## src/hdl/tfe_pkg.sv

```systemverilog
package tfe_pkg;

	// Fixed field widths
	localparam int CELL_W = 17;
	localparam int LEN_W  = 16;

	// Default sizes
	localparam int WORD_COUNT_DEF  = 256;
	localparam int NUM_DOCS_DEF    = 16;
	localparam int MAX_DOC_LEN_DEF = 65535;

	// Cell limits; ONE_FIX is 1.0 in UQ1.16
	localparam logic [CELL_W-1:0] CELL_MAX = 17'h1FFFF;
	localparam logic [CELL_W-1:0] ONE_FIX  = 17'h10000;

	// Quotient bits produced by the divider once the clamp check has passed
	localparam int DIV_STEPS = 17;

	// Request codes
	localparam logic [1:0] REQ_WORD  = 2'd0;
	localparam logic [1:0] REQ_CLOSE = 2'd1;
	localparam logic [1:0] REQ_QUERY = 2'd2;

	// Status codes
	localparam logic [1:0] STAT_OK    = 2'd0;
	localparam logic [1:0] STAT_EMPTY = 2'd1;
	localparam logic [1:0] STAT_SAT   = 2'd2;

	typedef struct packed {
		logic              start;
		logic [CELL_W-1:0] tally;
		logic [LEN_W-1:0]  len;
	} div_req_t;

	typedef struct packed {
		logic              done;
		logic              clamp;
		logic [CELL_W-1:0] quo;
	} div_rsp_t;

endpackage

```

## src/hdl/tfe_div.sv

```systemverilog
// Bit-serial divider for the close normalization: cell * 65536 / len,
// truncated and clamped to 1.0. Cells of twice the length or more clamp
// right away; otherwise one quotient bit is produced per cycle.
module tfe_div
	import tfe_pkg::*;
(
	input  logic     clk,
	input  logic     arst_n,
	input  div_req_t req,
	output div_rsp_t rsp
);

	localparam int CNT_W = $clog2(DIV_STEPS);

	logic             busy_q;
	logic             done_q;
	logic             clamp_q;
	logic [CNT_W-1:0] cnt_q;
	logic [LEN_W-1:0] len_q;
	logic [LEN_W-1:0] rem_q;
	logic [CELL_W-1:0] dvd_q;
	logic [CELL_W-1:0] quo_q;

	logic [CELL_W-1:0] trial;
	logic [CELL_W-1:0] diff;
	logic              ge;
	logic              over;

	// One restoring step
	assign trial = {rem_q, dvd_q[CELL_W-1]};
	assign ge    = trial >= {1'b0, len_q};
	assign diff  = trial - {1'b0, len_q};

	always_ff @(posedge clk or negedge arst_n) begin
		if (!arst_n) begin
			busy_q  <= 1'b0;
			done_q  <= 1'b0;
			clamp_q <= 1'b0;
			cnt_q   <= '0;
		end else begin
			done_q <= 1'b0;
			if (req.start) begin
				if (req.tally >= {req.len, 1'b0}) begin
					clamp_q <= 1'b1;
					done_q  <= 1'b1;
					busy_q  <= 1'b0;
				end else begin
					clamp_q <= 1'b0;
					busy_q  <= 1'b1;
					cnt_q   <= CNT_W'(DIV_STEPS - 1);
				end
			end else if (busy_q) begin
				if (cnt_q == '0) begin
					busy_q <= 1'b0;
					done_q <= 1'b1;
				end else begin
					cnt_q <= cnt_q - 1'b1;
				end
			end
		end
	end

	// Datapath
	always_ff @(posedge clk) begin
		if (req.start) begin
			len_q <= req.len;
			rem_q <= req.tally[CELL_W-1:1];
			dvd_q <= {req.tally[0], {(CELL_W-1){1'b0}}};
			quo_q <= '0;
		end else if (busy_q) begin
			rem_q <= ge ? diff[LEN_W-1:0] : trial[LEN_W-1:0];
			dvd_q <= {dvd_q[CELL_W-2:0], 1'b0};
			quo_q <= {quo_q[CELL_W-2:0], ge};
		end
	end

	assign over      = clamp_q || (quo_q > ONE_FIX);
	assign rsp.done  = done_q;
	assign rsp.clamp = over;
	assign rsp.quo   = over ? ONE_FIX : quo_q;

endmodule

```

## config.mk

```make
export PLATFORM = sky130hd
export DESIGN_NAME = tfe_div
export DESIGN_NICKNAME = d
export VERILOG_FILES = /design/src/hdl/tfe_pkg.sv /design/src/hdl/tfe_div.sv
export SDC_FILE = /design/constraint.sdc
export NUM_CORES = 1
export LEC_CHECK = 0
export BUFFER_PORTS_ARGS = -buffer_cell sky130_fd_sc_hd__buf_2
export CAP_MARGIN = 30
export CELL_PAD_IN_SITES_DETAIL_PLACEMENT = 1
export CELL_PAD_IN_SITES_GLOBAL_PLACEMENT = 1
export CORE_MARGIN = 10
export CORE_UTILIZATION = 45
export DETAILED_ROUTE_END_ITERATION = 12
export PLACE_DENSITY_LB_ADDON = 0.1
export SLEW_MARGIN = 20
export SYNTH_ARGS = -nofsm -noshare
export SYNTH_HDL_FRONTEND = slang
export SYNTH_SLANG_ARGS = --single-unit
```

## constraint.sdc

```tcl
create_clock -name clk -period 3.3 [get_ports clk]
set_input_delay 0.33 -clock clk [delete_from_list [all_inputs] [get_ports clk]]
set_output_delay 0.33 -clock clk [all_outputs]
set_load 0.02 [all_outputs]
```

# Word level (Yosys, flattened, before mapping)
# Index checks and enable logic that the tools add are counted.
[totals]
wordCells = 37
output_inout_bits = 19
register_bits = 58
[op_classes]
order_cmp = 3
eq_ne = 2
addsub = 2
reduce_logical = 4
muxes = 18
[ops]
columns = ["cell", "n"]
rows = [
  ["$mux W17", 3],
  ["$mux W16", 3],
  ["$mux W5", 4],
  ["$ge A17 B16 Y1", 1],
  ["$ge A17 B17 Y1", 1],
  ["$gt A17 B17 Y1 const B", 1],
  ["$sub A16 B16 Y16", 1],
  ["$mux W1", 8],
  ["$logic_not A5 Y1", 1],
  ["$sub A5 B1 Y5 const B", 1],
  ["$ne A2 B2 Y1 const B", 2],
  ["$reduce_and A3 Y1", 1],
  ["$reduce_bool A2 Y1", 1],
  ["$logic_or A1 B1 Y1", 1],
]

# Depth between registers and ports, before layout
[logic_depth]
word_depth = 4
depth_mapped = 11
mapped_depth_nobuf = 11

# Worst setup path after synthesis
# OpenSTA, ideal clock, no wires.
[synth_timing]
kind = "reg2reg"
startpoint = "reg rem_q[1]"
endpoint = "reg rem_q[15], data pin"
required_ns = 3.032
path_buffers = 1
stages_incl_launch_ff = 10
setup_time_ns = 0.268
arrival_time_ns = 2.274
setup_slack_ns = 0.759
cell_sequence = "edfxtp_1 ha_1 o211a_1 o31ai_2 a31oi_4 a21boi_2 o41ai_4 buf_6 nand3b_1 o211ai_2"
[synth_between]
elab_chain_cells = 4
[synth_rtl]
columns = ["element", "line_no", "rtl"]
rows = [
  ["from (decl)", "tfe_div.sv:20", "logic [LEN_W-1:0] rem_q;"],
  ["from (signal assigned)", "tfe_div.sv:67", "rem_q <= req.tally[CELL_W-1:1];"],
  ["from (signal assigned)", "tfe_div.sv:71", "rem_q <= ge ? diff[LEN_W-1:0] : trial[LEN_W-1:0];"],
  ["$sub A16 B16 Y16 / $ge A17 B16 Y1 (equally long branches)", "tfe_div.sv:32, tfe_div.sv:31", ""],
  ["$mux W16 (*)", "tfe_div.sv:71", ""],
  ["$mux W16 (*)", "tfe_div.sv:70", "end else if (busy_q) begin"],
  ["$mux W16 (*)", "tfe_div.sv:65", "if (req.start) begin"],
]
# Mark *: on every way between the ends. The rest lies on a longest branch, timed or not. The select of a mux whose other input is x is not followed.
# A chain may end at the register's enable or synchronous reset.

# Worst setup path after layout
[layout_timing]
startpoint = "reg rem_q[5]"
endpoint = "reg rem_q[13], data pin"
# The elaborated chain is that of the path after synthesis.

==> impl_metrics.json <==
{
  "worstHoldEndpoint": "len_q[9]",
  "vias_per_cell": 5.44,
  "end_kind": "flop",
  "cp_max_fo": 13,
  "arrival_ns": 3.09,
  "cts.sink_count": 58,
  "die_width_um": 112,
  "timing.rr.start": "rem_q[5]",
  "gp_congestion": 0.864,
  "clockRootBuffer": "clkbuf_8",
  "cts_tree": "built",
  "rsz0062_at_grt": "no",
  "synth-compound-area-share_pct": 14.6,
  "hold_class": "input pin to flop",
  "finalCriticalPeriod_ns": 2.93,
  "antenna_cells": 0,
  "cts_resized": 0,
  "die-area_mm2": 0.0126,
  "yosysSeqAreaShare_pct": 39.9,
  "postCtsHoldBufs": 1,
  "synthXorXnorAreaFrac_pct": 3.20,
  "fmax_mhz": 341,
  "synth_ff_type": "edfxtp_1",
  "final.setup.tns_ns": 0,
  "start_util_pct": 46.4,
  "grt_pass1_vias": 3368,
  "grt_pass1_wl_um": 16900,
  "drt_pre_antenna_iters": 4,
  "p_per_area_mw_per_mm2": 732,
  "reg2reg_slack_ns": 0.37,
  "cp_data_required_time_ns": 3.46,
  "async_flop_share_pct": 13.8,
  "die-height_um": 112,
  "post_cts_buffers": 0,
  "synth_fa_ha_area_share_pct": 11.6,
  "antenna_found_initial": 0,
  "synth_edf_count": 33,
  "path_delay_family": "compound AO/OA/AOI/OAI gates",
  "drv_cap": 0,
  "post-route-drc-count": 0,
  "relSlewSlack_pct": 52.4,
  "maxSlewViolCount": 0,
  "muxShareOfSynthArea_pct": 6.53,
  "ir_worst_vdd_mv": 0.288,
  "reg2reg_depth": 10,
  "row_count": 33,
  "cts_buffers": 9,
  "core_mm2": 0.00826,
  "ys_types": 65,
  "synth_warnings": 0,
  "syn_avg_cell_area_um2": 9.63,
  "status": "finished clean",
  "cts-htree-levels": 3,
  "vias": 3090,
  "ys_ff_latch": 58,
  "yosys.area_share.simple_pct": 16.7,
  "portBuffers": 54,
  "drive_above_1_share_pct": 20.1,
  "grt_start_max_net_pins": 66,
  "total_leakage_power_nw": 2.12,
  "slowest_delay_ns": 0.65,
  "netlist_area_mm2": 0.00383,
  "overflow": 0,
  "crit_slowest_cell": "o41ai_4",
  "holdCritStartpoint": "req[9]",
  "crit_type": "flop to flop",
  "syn_to_final_growth_pct": 15.4,
  "hpwl_um": 7720,
  "max-clock-path-buffers": 2,
  "syn_inst": 398,
  "worst_pin_slew_ns": 0.714,
  "cts.clk_slew.worst_paths_ns": 0.07,
  "setup_violations": 0,
  "grtUsageTotal_pct": 16.1,
  "fin_nets": 529,
  "min_path_cells": 1,
  "dr.first_iter.drc_count": 116,
  "skew_ns": 0.0109,
  "start_kind": "flop",
  "post-route-period-util_pct": 88.9,
  "hold_violations": 0,
  "synth_top_family_by_area": "simple AND/OR/NAND/NOR gates",
  "fin_total_pwr_mw": 3.24,
  "worst-path-buf-inv": 2,
  "totalWireLength_um": 10100,
  "ant_nets": 0,
  "syn-num-nets": 469,
  "regToRegEndpoint": "rem_q[13]",
  "num_io_pins": 55,
  "wl_per_cell_um": 17.8,
  "clk_latency_ns": 0.34,
  "worstPathCellList": "ha_1 -> o21a_1 -> nor2_2 -> a31oi_4 -> a21boi_2 -> o41ai_4 -> buf_6 -> buf_4 -> nand4_1 -> o311ai_1"
}
stage by stage:
step	hold slack (ns)	std cells	worst slack, ns	util [%]	area, µm²
global placement	0.181	550	0.250	51.0	4210
floorplan	0.0344	398	0.759	-	3830
detailed placement	0.183	551	0.438	51.2	4230
CTS	0.164	568	0.385	53.6	4430
global route	0.158	568	0.203	53.6	4430
finish	0.176	568	0.366	53.6	4430
placed cells by master (no fill, tap or decap), types with 17 or more instances in the layout:
master	instances
dfxtp_1	17
inv_1	50
buf_2	54
edfxtp_1	33
nor2_1	38
ha_1	34
mux2i_1	25
a21oi_1	20
nand2_1	26
and2_1	19
flip-flops by register name, summed over array words and instances, names as in the netlist:
name     cells
done_q       1
busy_q       1
quo_q       17
len_q       16
cnt_q        5
clamp_q      1
dvd_q        1
rem_q       16
worst max-delay path by stage:
stage	startpoint	slack [ns]	end	cells after the start
after global placement	rem_q[2]	0.25	rem_q[13]	9
final	rem_q[5]	0.37	rem_q[13]	10
after detailed placement	rem_q[5]	0.44	rem_q[12]	10
after floorplan	rem_q[1]	0.76	rem_q[15]	9
after global routing	rem_q[9]	0.20	rem_q[13]	10
after CTS	rem_q[5]	0.38	rem_q[13]	10
routing by layer:
layer / global-route usage [%] / part of all wire (%) / vias to the layer above
met1: 19.7 / 45 / 1514
met5: 0 / 0 / -
li1: - / - / 1522
met2: 26.6 / 50 / 48
met3: 4.47 / 4.0 / 6
met4: 5.50 / 1.2 / 0
cell usage after synthesis (all sizes together) (2+ instances only):
cell type  number  area [µm²]
a41oi           2        17.5
and2           20         126
nand4           4        31.3
nand3          10        50.1
mux2i          25         250
o41ai           3        45.1
a21oi          20         100
nand2          26        97.6
o21ai          13        65.1
a311oi          2        23.8
o311ai          8        70.1
o211ai          2        20.0
a21o            3        22.5
edfxtp         33         991
a2111oi         2        17.5
xor2            7        61.3
nor2b           5        38.8
buf            10        70.1
nor2           39         149
dfxtp          17         340
ha             34         425
clkbuf          7        26.3
o21a            3        22.5
nand2b          2        12.5
inv            50         188
nor3            3        20.0
nor4            5        31.3
a31oi           4        40.0
o22ai           2        12.5
and3            2        12.5
xnor2           7        61.3
dfrtp           8         200
final cells by class:
cell class | count | area (µm²)
clock buffer | 12 | 166
clock inverter | 4 | 23.8
fill | 968 | 3830
inverter | 50 | 188
multi-input combinational | 273 | 2020
sequential | 58 | 1530
tap | 105 | 131
timing repair buffer | 66 | 367
where the power goes:
group	internal, mW	switching (mW)	leakage, nW
Clock	0.337	0.300	0.0978
Sequential	0.947	0.0945	0.566
Combinational	0.661	0.902	1.45
Total	1.94	1.30	2.12
cells by family (layout without fill, tap and decap cells):
group                      count (synthesis)  count (layout)
and+or+nand+nor                          124             124
AOI/OAI and AO/OA                         75              75
buffers and inverters                     67             132
DFF                                       58              58
adders and majority gates                 35              35
muxes                                     25              25
xor gates and xnor gates                  14              14
Power figures use the tool's default switching activity.
